[src/rtl/core/lpht_pkg.sv]
// ----------------------------------------------------------------------------
// lpht_pkg
// Shared sizes, codes and controller/datapath interface types for the
// linear probing hash table core.
// ----------------------------------------------------------------------------
package lpht_pkg;

  // Table geometry
  localparam int CAPACITY = 255;
  localparam int IDX_W    = $clog2(CAPACITY);
  localparam int CAP_HALF = CAPACITY / 2;
  localparam int CNT_W    = $clog2(CAP_HALF + 1);

  // Field widths
  localparam int ACT_W   = 2;
  localparam int KEY_W   = 32;
  localparam int HASH_W  = 32;
  localparam int VAL_W   = 32;
  localparam int SLOT_W  = 2;

  // Stream payload layout
  localparam int IN_BITS     = KEY_W + HASH_W + VAL_W;
  localparam int IN_TDATA_W  = ((IN_BITS + 7) / 8) * 8;
  localparam int OUT_BITS    = 1 + VAL_W + 1;
  localparam int OUT_TDATA_W = ((OUT_BITS + 7) / 8) * 8;

  // Reciprocal reduction of the hash modulo CAPACITY:
  // q_est = (hash * MOD_M) >> MOD_S is q or q - 1, so one correction step is enough.
  localparam int MOD_S = HASH_W + IDX_W - 1;
  localparam int Q_W   = 2 * HASH_W - MOD_S;
  localparam logic [HASH_W-1:0] MOD_M = HASH_W'((64'd1 << MOD_S) / 64'(CAPACITY));

  typedef enum logic [ACT_W-1:0] {
    ACT_GET = 2'd0,
    ACT_PUT = 2'd1,
    ACT_DEL = 2'd2
  } act_e;

  typedef enum logic [SLOT_W-1:0] {
    ST_EMPTY = 2'd0,
    ST_USED  = 2'd1,
    ST_TOMB  = 2'd2
  } slot_st_e;

  // Controller to datapath commands
  typedef struct packed {
    logic load;    // capture request transaction
    logic mod1;    // hash times reciprocal
    logic mod2;    // quotient times capacity
    logic start;   // first probe read
    logic probe;   // evaluate probed slot
    logic finish;  // commit update and load result
  } lpht_cmd_t;

  // Datapath to controller status
  typedef struct packed {
    logic act_ok;   // incoming action is a known one
    logic hit;      // probed slot holds the key
    logic empty;    // probed slot is empty
    logic out_free; // result register can take a new result
  } lpht_sts_t;

endpackage

[src/rtl/core/lpht_ctrl.sv]
// ----------------------------------------------------------------------------
// lpht_ctrl
// Request sequencer: hash reduction, probe loop and commit of one request.
// ----------------------------------------------------------------------------
module lpht_ctrl import lpht_pkg::*; (
  input  logic      clk_i,
  input  logic      rst_ni,
  input  logic      s_valid_i,
  output logic      s_ready_o,
  input  lpht_sts_t sts_i,
  output lpht_cmd_t cmd_o
);

  typedef enum logic [5:0] {
    S_IDLE  = 6'b000001,
    S_MOD1  = 6'b000010,
    S_MOD2  = 6'b000100,
    S_MOD3  = 6'b001000,
    S_PROBE = 6'b010000,
    S_FIN   = 6'b100000
  } state_e;

  state_e state_q, state_d;

  // Next state and commands
  always_comb begin
    state_d   = state_q;
    cmd_o     = '0;
    s_ready_o = 1'b0;
    case (state_q)
      S_IDLE: begin
        s_ready_o = 1'b1;
        if (s_valid_i) begin
          cmd_o.load = 1'b1;
          state_d    = sts_i.act_ok ? S_MOD1 : S_FIN;
        end
      end
      S_MOD1: begin
        cmd_o.mod1 = 1'b1;
        state_d    = S_MOD2;
      end
      S_MOD2: begin
        cmd_o.mod2 = 1'b1;
        state_d    = S_MOD3;
      end
      S_MOD3: begin
        cmd_o.start = 1'b1;
        state_d     = S_PROBE;
      end
      S_PROBE: begin
        cmd_o.probe = 1'b1;
        if (sts_i.hit || sts_i.empty) begin
          state_d = S_FIN;
        end
      end
      S_FIN: begin
        if (sts_i.out_free) begin
          cmd_o.finish = 1'b1;
          state_d      = S_IDLE;
        end
      end
      default: begin
        state_d = S_IDLE;
      end
    endcase
  end

  // State register
  always_ff @(posedge clk_i or negedge rst_ni) begin
    if (!rst_ni) begin
      state_q <= S_IDLE;
    end else begin
      state_q <= state_d;
    end
  end

endmodule

[config.mk]
export PLATFORM = sky130hd
export DESIGN_NAME = lpht_ctrl
export DESIGN_NICKNAME = d
export VERILOG_FILES = /design/src/rtl/core/lpht_pkg.sv /design/src/rtl/core/lpht_ctrl.sv
export SDC_FILE = /design/constraint.sdc
export NUM_CORES = 1
export LEC_CHECK = 0
export ABC_AREA = 1
export BUFFER_PORTS_ARGS = -buffer_cell sky130_fd_sc_hd__buf_2
export CORE_AREA = 2 2 39 41
export DETAILED_ROUTE_END_ITERATION = 7
export DIE_AREA = 0 0 41 43
export GPL_ROUTABILITY_DRIVEN = 0
export PLACE_DENSITY_LB_ADDON = 0.08
export SLEW_MARGIN = 20
export SYNTH_ARGS = -nofsm -noshare
export SYNTH_HDL_FRONTEND = slang
export SYNTH_SLANG_ARGS = --single-unit
[constraint.sdc]
create_clock -name clk_i -period 1.6 [get_ports clk_i]
set_input_delay 0.32 -clock clk_i [delete_from_list [all_inputs] [get_ports clk_i]]
set_output_delay 0.32 -clock clk_i [all_outputs]
set_load 0.005 [all_outputs]
# [Yosys cells after proc, flatten, opt, wreduce, memory -nomap -nowiden]
# Cells that the tools add are included.
[totals] inputBits=7 ff_bits=6 memories=0 rom_bits=0 word_cells=26 out_inout_bits=7 latchBits=0 ram_bits=0
[op_classes] mul=0 div_mod_pow=0 n_bitwise=0 eq_ne=9 n_reduce_logical=2 shift=0 mux=14 addsub=0 magnitude_cmp=0
[op_table] op="one-hot mux 6 bit (6 select lines)" n=1
[op_table] op="two-way mux 6 bit" n=4
[op_table] op="two-way mux 1 bit" n=9
[op_table] op="equality test 6 x 1 -> 1 bit, second input constant" n=1
[op_table] op="equality test 6 x 2 -> 1 bit, second input constant" n=1
[op_table] op="equality test 6 x 3 -> 1 bit, second input constant" n=1
[op_table] op="equality test 6 x 4 -> 1 bit, second input constant" n=1
[op_table] op="equality test 6 x 5 -> 1 bit, second input constant" n=1
[op_table] op="equality test 6 bit, second input constant" n=1
[op_table] op="!= test 2 bit, second input constant" n=3
[op_table] op="AND reduction 3 bit" n=1
[op_table] op="logical OR 1 bit" n=1

# [Longest topological paths before layout]
# Gate-level depths: netlist of run 1.
[depth] word_depth=3 depth_mapped=7 mapped_depth_nobuf=7

# [Least setup slack after synthesis of run 1]
# OpenSTA, ideal clock, no wires.
[synth_timing] kind="reg2out" startpoint="register state_q[0]" endpoint="output cmd_o[5] (netlist bit)" setup_slack_ps=375 stages_incl_launch_ff=5 required_time_ps=1280 arrival_time_ps=905 path_buffers=0 cell_sequence="dfstp_2 > inv_2 > nor2_2 > nand3_4 > nor2_1"
[synth_lines] element="start, declared" line="lpht_ctrl.sv:23" text="state_e state_q, state_d;"
[synth_lines] element="start signal, assigned" line="lpht_ctrl.sv:73" text="state_q <= state_d;"
[synth_lines] element="end, declared" line="lpht_ctrl.sv:11" text="output lpht_cmd_t cmd_o"

==> results of run 1 <==
## Yosys cell counts, drive strengths merged
cell    number
inv         15
nor2        15
nand2        8
nand3        7
dfrtp        5
nand4        2
clkinv       1
dfstp        1
nor3         1
o21ai        1
## placed cells by master (no fill, tap or decap)
cell type / count
clkbuf_4: 3
nand3_2: 1
dfrtp_1: 5
dlygate4sd3_1: 1
nor3_2: 1
nor2_2: 2
clkbuf_1: 1
o21ai_1: 1
buf_2: 13
dfstp_2: 1
nand3_1: 5
inv_2: 1
nor2_1: 10
nand4_1: 2
buf_4: 1
nand2_1: 8
nor2_4: 3
inv_1: 14
nand3_4: 1
clkinv_2: 1
## path summary, 6_finish.rpt
| kind | slack [ps] | to | cells after the start |
|---|---|---|---|
| setup / recovery | 50 | cmd_o[5] | 5 |
| hold / removal | 320 | state_q[0] | 4 |
| setup reg to reg | 260 | state_q[5] | 8 |
| hold reg to reg | 640 | state_q[3] | 3 |
| max in group asynchronous | 940 | state_q[0] | 2 |
| min in group asynchronous | 430 | state_q[3] | 2 |
## power breakdown
group	total, W	switching, W	internal (W)
Clock	0.000149	0.0000550	0.0000945
Sequential	0.000255	0.0000488	0.000206
Combinational	0.000448	0.000262	0.000186
Total	0.000853	0.000366	0.000487
## routing by layer
layer	vias up	share of wire	GRT usage
met1	181	0.46	0.124
met4	0	0	0.0200
met5	-	0	0
met2	6	0.51	0.166
met3	0	0.032	0.0471
li1	206	-	-
## critical path, delay by kind of cell, from the launching register on
family | cells | cell delay (ps)
AND/OR/NAND/NOR | 3 | 290
flip-flops | 1 | 550
buffers and inverters | 2 | 150
## final cells by class
cell class / count / area (um2) / share of cell area
Sequential cell: 6 / 151 / 0.283
Timing Repair Buffer: 15 / 82.6 / 0.154
Inverter: 16 / 61.3 / 0.114
Multi-Input combinational cell: 34 / 194 / 0.362
Clock buffer: 4 / 26.3 / 0.0491
Tap cell: 16 / 20.0 / 0.0374
## logic make-up after synthesis
kind of cell	after synthesis	share of synthesized area
buffers and inverters	16	0.153
DFF	6	0.377
AOI/OAI and AO/OA	1	0.0124
and+or+nand+nor	33	0.458
## through the flow
| stage | setup TNS, ps | hold WS, ps | area, um2 |
|---|---|---|---|
| finish | 0 | 325 | 536 |
| global route | -95.7 | 345 | 536 |
| CTS | 0 | 327 | 531 |
| detailed placement | 0 | 149 | 487 |
| global placement | 0 | 151 | 487 |
| floorplan | 0 | 24.4 | 402 |
## what timing repair did
item,in CTS,in global routing
gates resized for setup,0,1
hold endpoints to repair,5,0
buffers inserted,1,0
hold buffers,1,0
gates cloned,0,0
endpoints found under the setup margin,1,5
==> reports/qor.csv, run 1 <==
stage,metric,value,unit
clocking,cts_tree,built,
placement,dp_slack,268,ps
logic_synthesis,synth_area_per_cell,7.17,um2
final_layout,utilization,0.387,
sta,fin_skew,2.50,ps
drt,drt-total-wl,833,um
global_routing,grt_antenna_before_repair,0,
clocking,cts_root_buffer,clkbuf_4,
hold_path,hp-start,s_valid_i,
logic_synthesis,synthCells,56,
placement,place_inst,85,
floorplanning,pin_count,14,
logic_synthesis,syn-num-nets,63,
critical_path,worstReg2RegStart,state_q[0],
critical_path,path_class,reg -> out,
floorplanning,rows,14,
clocking,htreeDepth,1,
final_layout,insertedDiodeCount,0,
drt,final_antenna_net_count,0,
clocking,cts_sinks,6,
final_layout,drive_gt1_frac,0.373,
global_routing,grt_max_degree,7,
critical_path,slowest_delay,550,ps
status,status,completed,
clocking,clk_pin_slew,50,ps
logic_synthesis,synth_top_area_frac,0.312,
logic_synthesis,ys_seq_area_frac,0.377,
floorplanning,start_util,0.290,
drt,wl_per_cell,9.15,um
hold_path,hp-class,in -> reg,
floorplanning,core,1380,um2
drt,drc,0,
critical_path,setup.worst_path.start,state_q[0],
global_routing,grt_use_total,0.104,
sta,period_share,0.967,
critical_path,slowest_stage,dfstp_2,
logic_synthesis,synth_cell_type_count,14,
flow_run,max_cap_violations,0,
global_routing,grt_pass1_vias,332,
global_routing,grt_pass1_wl,1240,um
critical_path,path_cells,inv_2 > nor2_2 > nand3_4 > nor2_1 > buf_2,
global_routing,gr-total-overflow,0,
sta,finalHoldViolCount,0,
critical_path,start_kind,flop,
final_layout,largest_reg_flops,6,
sta,tightest_slew,257,ps
floorplanning,dieWidth,41,um
final_layout,reg_top3,state_q x6,
placement,place_hpwl,636,um
sta,rsz0062_at_grt,true,
power,cellPowerDensity,1590,nW/um2
drt,vias,393,
drt,drt-initial-drc-count,5,
logic_synthesis,synth.area.top_cells,"dfrtp_1, inv_1, nor2_1, nor2_4, nand3_1",
floorplanning,die_h,43,um
power,vdd_drop_max,0.000773,V
placement,portBuffers,13,
sta,final-setup-viol-count,0,
final_layout,num-nets-final,83,
logic_synthesis,yosys.area.top_type,dfrtp_1,
critical_path,cp.required,1280,ps
logic_synthesis,syn-cell-area,402,um2
final_layout,fin_cells,91,
sta,max_freq,0.646,GHz
drt,viasPerCell,4.32,
critical_path,critical_path_peak_fanout,3,
sta,slew_headroom,0.828,
logic_synthesis,ys_ff_latch,6,
critical_path,worstSetupEndpointType,output pin,
final_layout,largest-register,state_q,
floorplanning,dieArea,1760,um2
drt,first_pass_iters,3,
clocking,clk_path_buf_depth,2,
logic_synthesis,synth_warnings,0,
clocking,cts-buffers-inserted,3,
power,p_total,0.000853,W
sta,slew_violations,0,
clocking,worstSkewPairLatency,240,ps
final_layout,nFillCells,153,
sta,fin_ws,52.4,ps
critical_path,cp_data_arrival_time,1230,ps
sta,period_minus_slack,1550,ps
final_layout,syn2layout_area_growth,33.3,%
power,power.leakage,0.349,nW
Power figures use the tool's default switching activity.
==> inputs of run 2 (changes only) <==
--- a/config.mk
+++ b/config.mk
@@ -11,7 +11,7 @@
 export DETAILED_ROUTE_END_ITERATION = 7
 export DIE_AREA = 0 0 41 43
 export GPL_ROUTABILITY_DRIVEN = 0
-export PLACE_DENSITY_LB_ADDON = 0.08
+export PLACE_DENSITY = 0.61
 export SLEW_MARGIN = 20
 export SYNTH_ARGS = -nofsm -noshare
 export SYNTH_HDL_FRONTEND = slang
==> run 2 against run 1 <==
Worst hold slack improved by 2.8 ps. Routed wire length fell by 10%. Maximum frequency fell by 0.20%. Critical path depth did not move. Die area did not move. Sequential cell count did not move. Critical path type unchanged. Critical endpoint unchanged. Highest routed layer unchanged.
==> reports/qor.csv, run 2 (synthesis gave the netlist of run 1 again) <==
stage,metric,value,unit,change
critical_path,slowest_delay,550,ps,about the same
final_layout,most-common-layout-cells,"inv_1, buf_2, nor2_1",,
drt,met1_length,350,um,-8.6%
clocking,cts_tree,built,,
clocking,worstSkewPairLatency,250,ps,about the same
sta,rsz0062_at_grt,true,,
final_layout,num-nets-final,84,,+1.2%
sta,fin_setup_tns,0,ps,unchanged
final_layout,nFillCells,149,,-2.6%
critical_path,cp.required,1280,ps,about the same
global_routing,grt_use_total,0.103,,-0.000800
clocking,clk_path_buf_depth,2,,unchanged
drt,wl_per_cell,8.12,um,-11%
power,p_total,0.000877,W,+2.9%
status,status,completed,,
final_layout,largest-register,state_q,,
placement,portBuffers,13,,unchanged
sta,slew_headroom,0.844,,+0.0155
power,power.leakage,0.354,nW,+1.3%
placement,dp_slack,273,ps,+5.01 ps
floorplanning,core,1380,um2,unchanged
final_layout,drive_gt1_frac,0.382,,+0.00825
drt,final_antenna_net_count,0,,unchanged
clocking,htreeDepth,1,,unchanged
global_routing,gr-total-overflow,0,,unchanged
sta,whs,328,ps,+2.83 ps
sta,fin_ws,49.2,ps,-3.14 ps
floorplanning,dieWidth,41,um,unchanged
drt,routed-wl-met2,347,um,-18%
sta,fin_skew,12.2,ps,+9.69 ps
clocking,cts_root_buffer,clkbuf_4,,
sta,final-setup-viol-count,0,,unchanged
final_layout,largest_reg_flops,6,,unchanged
final_layout,insertedDiodeCount,0,,unchanged
hold_path,hp-class,in -> reg,,
drt,first_pass_iters,4,,+1
critical_path,rrSetupSlack,280,ps,+20 ps
flow_run,max_cap_violations,0,,unchanged
drt,vias,386,,-1.8%
clocking,clk_pin_slew,40,ps,about the same
critical_path,worstSetupEndpointType,output pin,,
final_layout,fin_cells,92,,+1.1%
floorplanning,pin_count,14,,unchanged
sta,max_freq,0.645,GHz,-0.20%
power,vdd_drop_max,0.000689,V,-11%
global_routing,grt_antenna_before_repair,0,,unchanged
power,cellPowerDensity,1610,nW/um2,+1.4%
sta,period_share,0.969,,+0.00196
placement,place_hpwl,594,um,-6.6%
sta,finalHoldViolCount,0,,unchanged
placement,place_inst,85,,unchanged
critical_path,cp_data_arrival_time,1230,ps,about the same
drt,drc,0,,unchanged
drt,wl_met3,49,um,+81%
drt,top_layer,met3,,
sta,tightest_slew,234,ps,-23.3 ps
drt,drt-initial-drc-count,1,,-4
global_routing,grt_pass1_wl,1200,um,-3.4%
final_layout,syn2layout_area_growth,35.2,%,
drt,drt-total-wl,747,um,-10%
critical_path,start_kind,flop,,
floorplanning,die_h,43,um,unchanged
critical_path,slowest_stage,dfstp_2,,
clocking,cts-buffers-inserted,3,,unchanged
sta,period_minus_slack,1550,ps,+3.14 ps
floorplanning,rows,14,,unchanged
global_routing,grt_pass1_vias,288,,-13%
final_layout,layout_commonest_cell,inv_1,,
final_layout,reg_top3,state_q x6,,
global_routing,grt_max_degree,7,,unchanged
floorplanning,start_util,0.290,,unchanged
sta,slew_violations,0,,unchanged
critical_path,path_cells,inv_2 > nor2_2 > nand3_4 > nor2_1 > buf_2,,
floorplanning,dieArea,1760,um2,unchanged
critical_path,path_class,reg -> out,,
drt,viasPerCell,4.20,,-2.8%
critical_path,critical_path_peak_fanout,4,,+1
clocking,cts_sinks,6,,unchanged
==> run 2: cell count changes in the layout (fill, tap and decap cells not counted), sizes merged <==
cell  delta
buf      +1
==> run 2: area by class of cell <==
cell class                      instances  area [um2]  area share
Multi-Input combinational cell         34         194       0.357
Sequential cell                         6         151       0.279
Timing Repair Buffer                   16        90.1       0.166
Inverter                               16        61.3       0.113
Clock buffer                            4        26.3      0.0484
Tap cell                               16        20.0      0.0369
==> run 2: what timing repair did <==
item | 4_1_cts | 5_1_grt
hold buffers | 1 | 0
buffers inserted | 0 | 2
endpoints found under the setup margin | 0 | 6
hold endpoints to repair | 5 | 0
gates resized for setup | 0 | 1
==> run 2: critical path: cells and delay by family (launching register included) <==
kind	cells	cell delay, ps
buffers and inverters	2	150
flip-flops	1	550
AND/OR/NAND/NOR	3	310
==> run 2: per-layer routing <==
metal  GRT usage  up-vias
met3      0.0628        0
met2       0.125       11
li1            -      207
met4      0.0400        0
met1       0.144      168
met5           0        -
==> run 2: worst paths after layout <==
check,cells after the start,to,startpoint
hold / removal,4,state_q[0],s_valid_i
min in group asynchronous,2,state_q[3],rst_ni
hold reg to reg,4,state_q[2],state_q[1]
setup / recovery,5,cmd_o[5],state_q[0]
max in group asynchronous,2,state_q[0],rst_ni
setup reg to reg,8,state_q[5],state_q[0]
==> run 2: power by group <==
part | internal [W] | total, W | leakage [nW] | switching, W
combinational | 0.000208 | 0.000472 | 0.260 | 0.000264
sequential | 0.000206 | 0.000252 | 0.0788 | 0.0000460
clock | 0.0000947 | 0.000153 | 0.0150 | 0.0000585
total | 0.000509 | 0.000877 | 0.354 | 0.000368
==> run 2: through the flow <==
step           utilization  cell area [um2]
3_3_place_gp         0.352              487
6_report             0.392              543
2_1_floorplan            -              402
3_5_place_dp         0.352              487
4_1_cts              0.378              523
5_1_grt              0.392              543
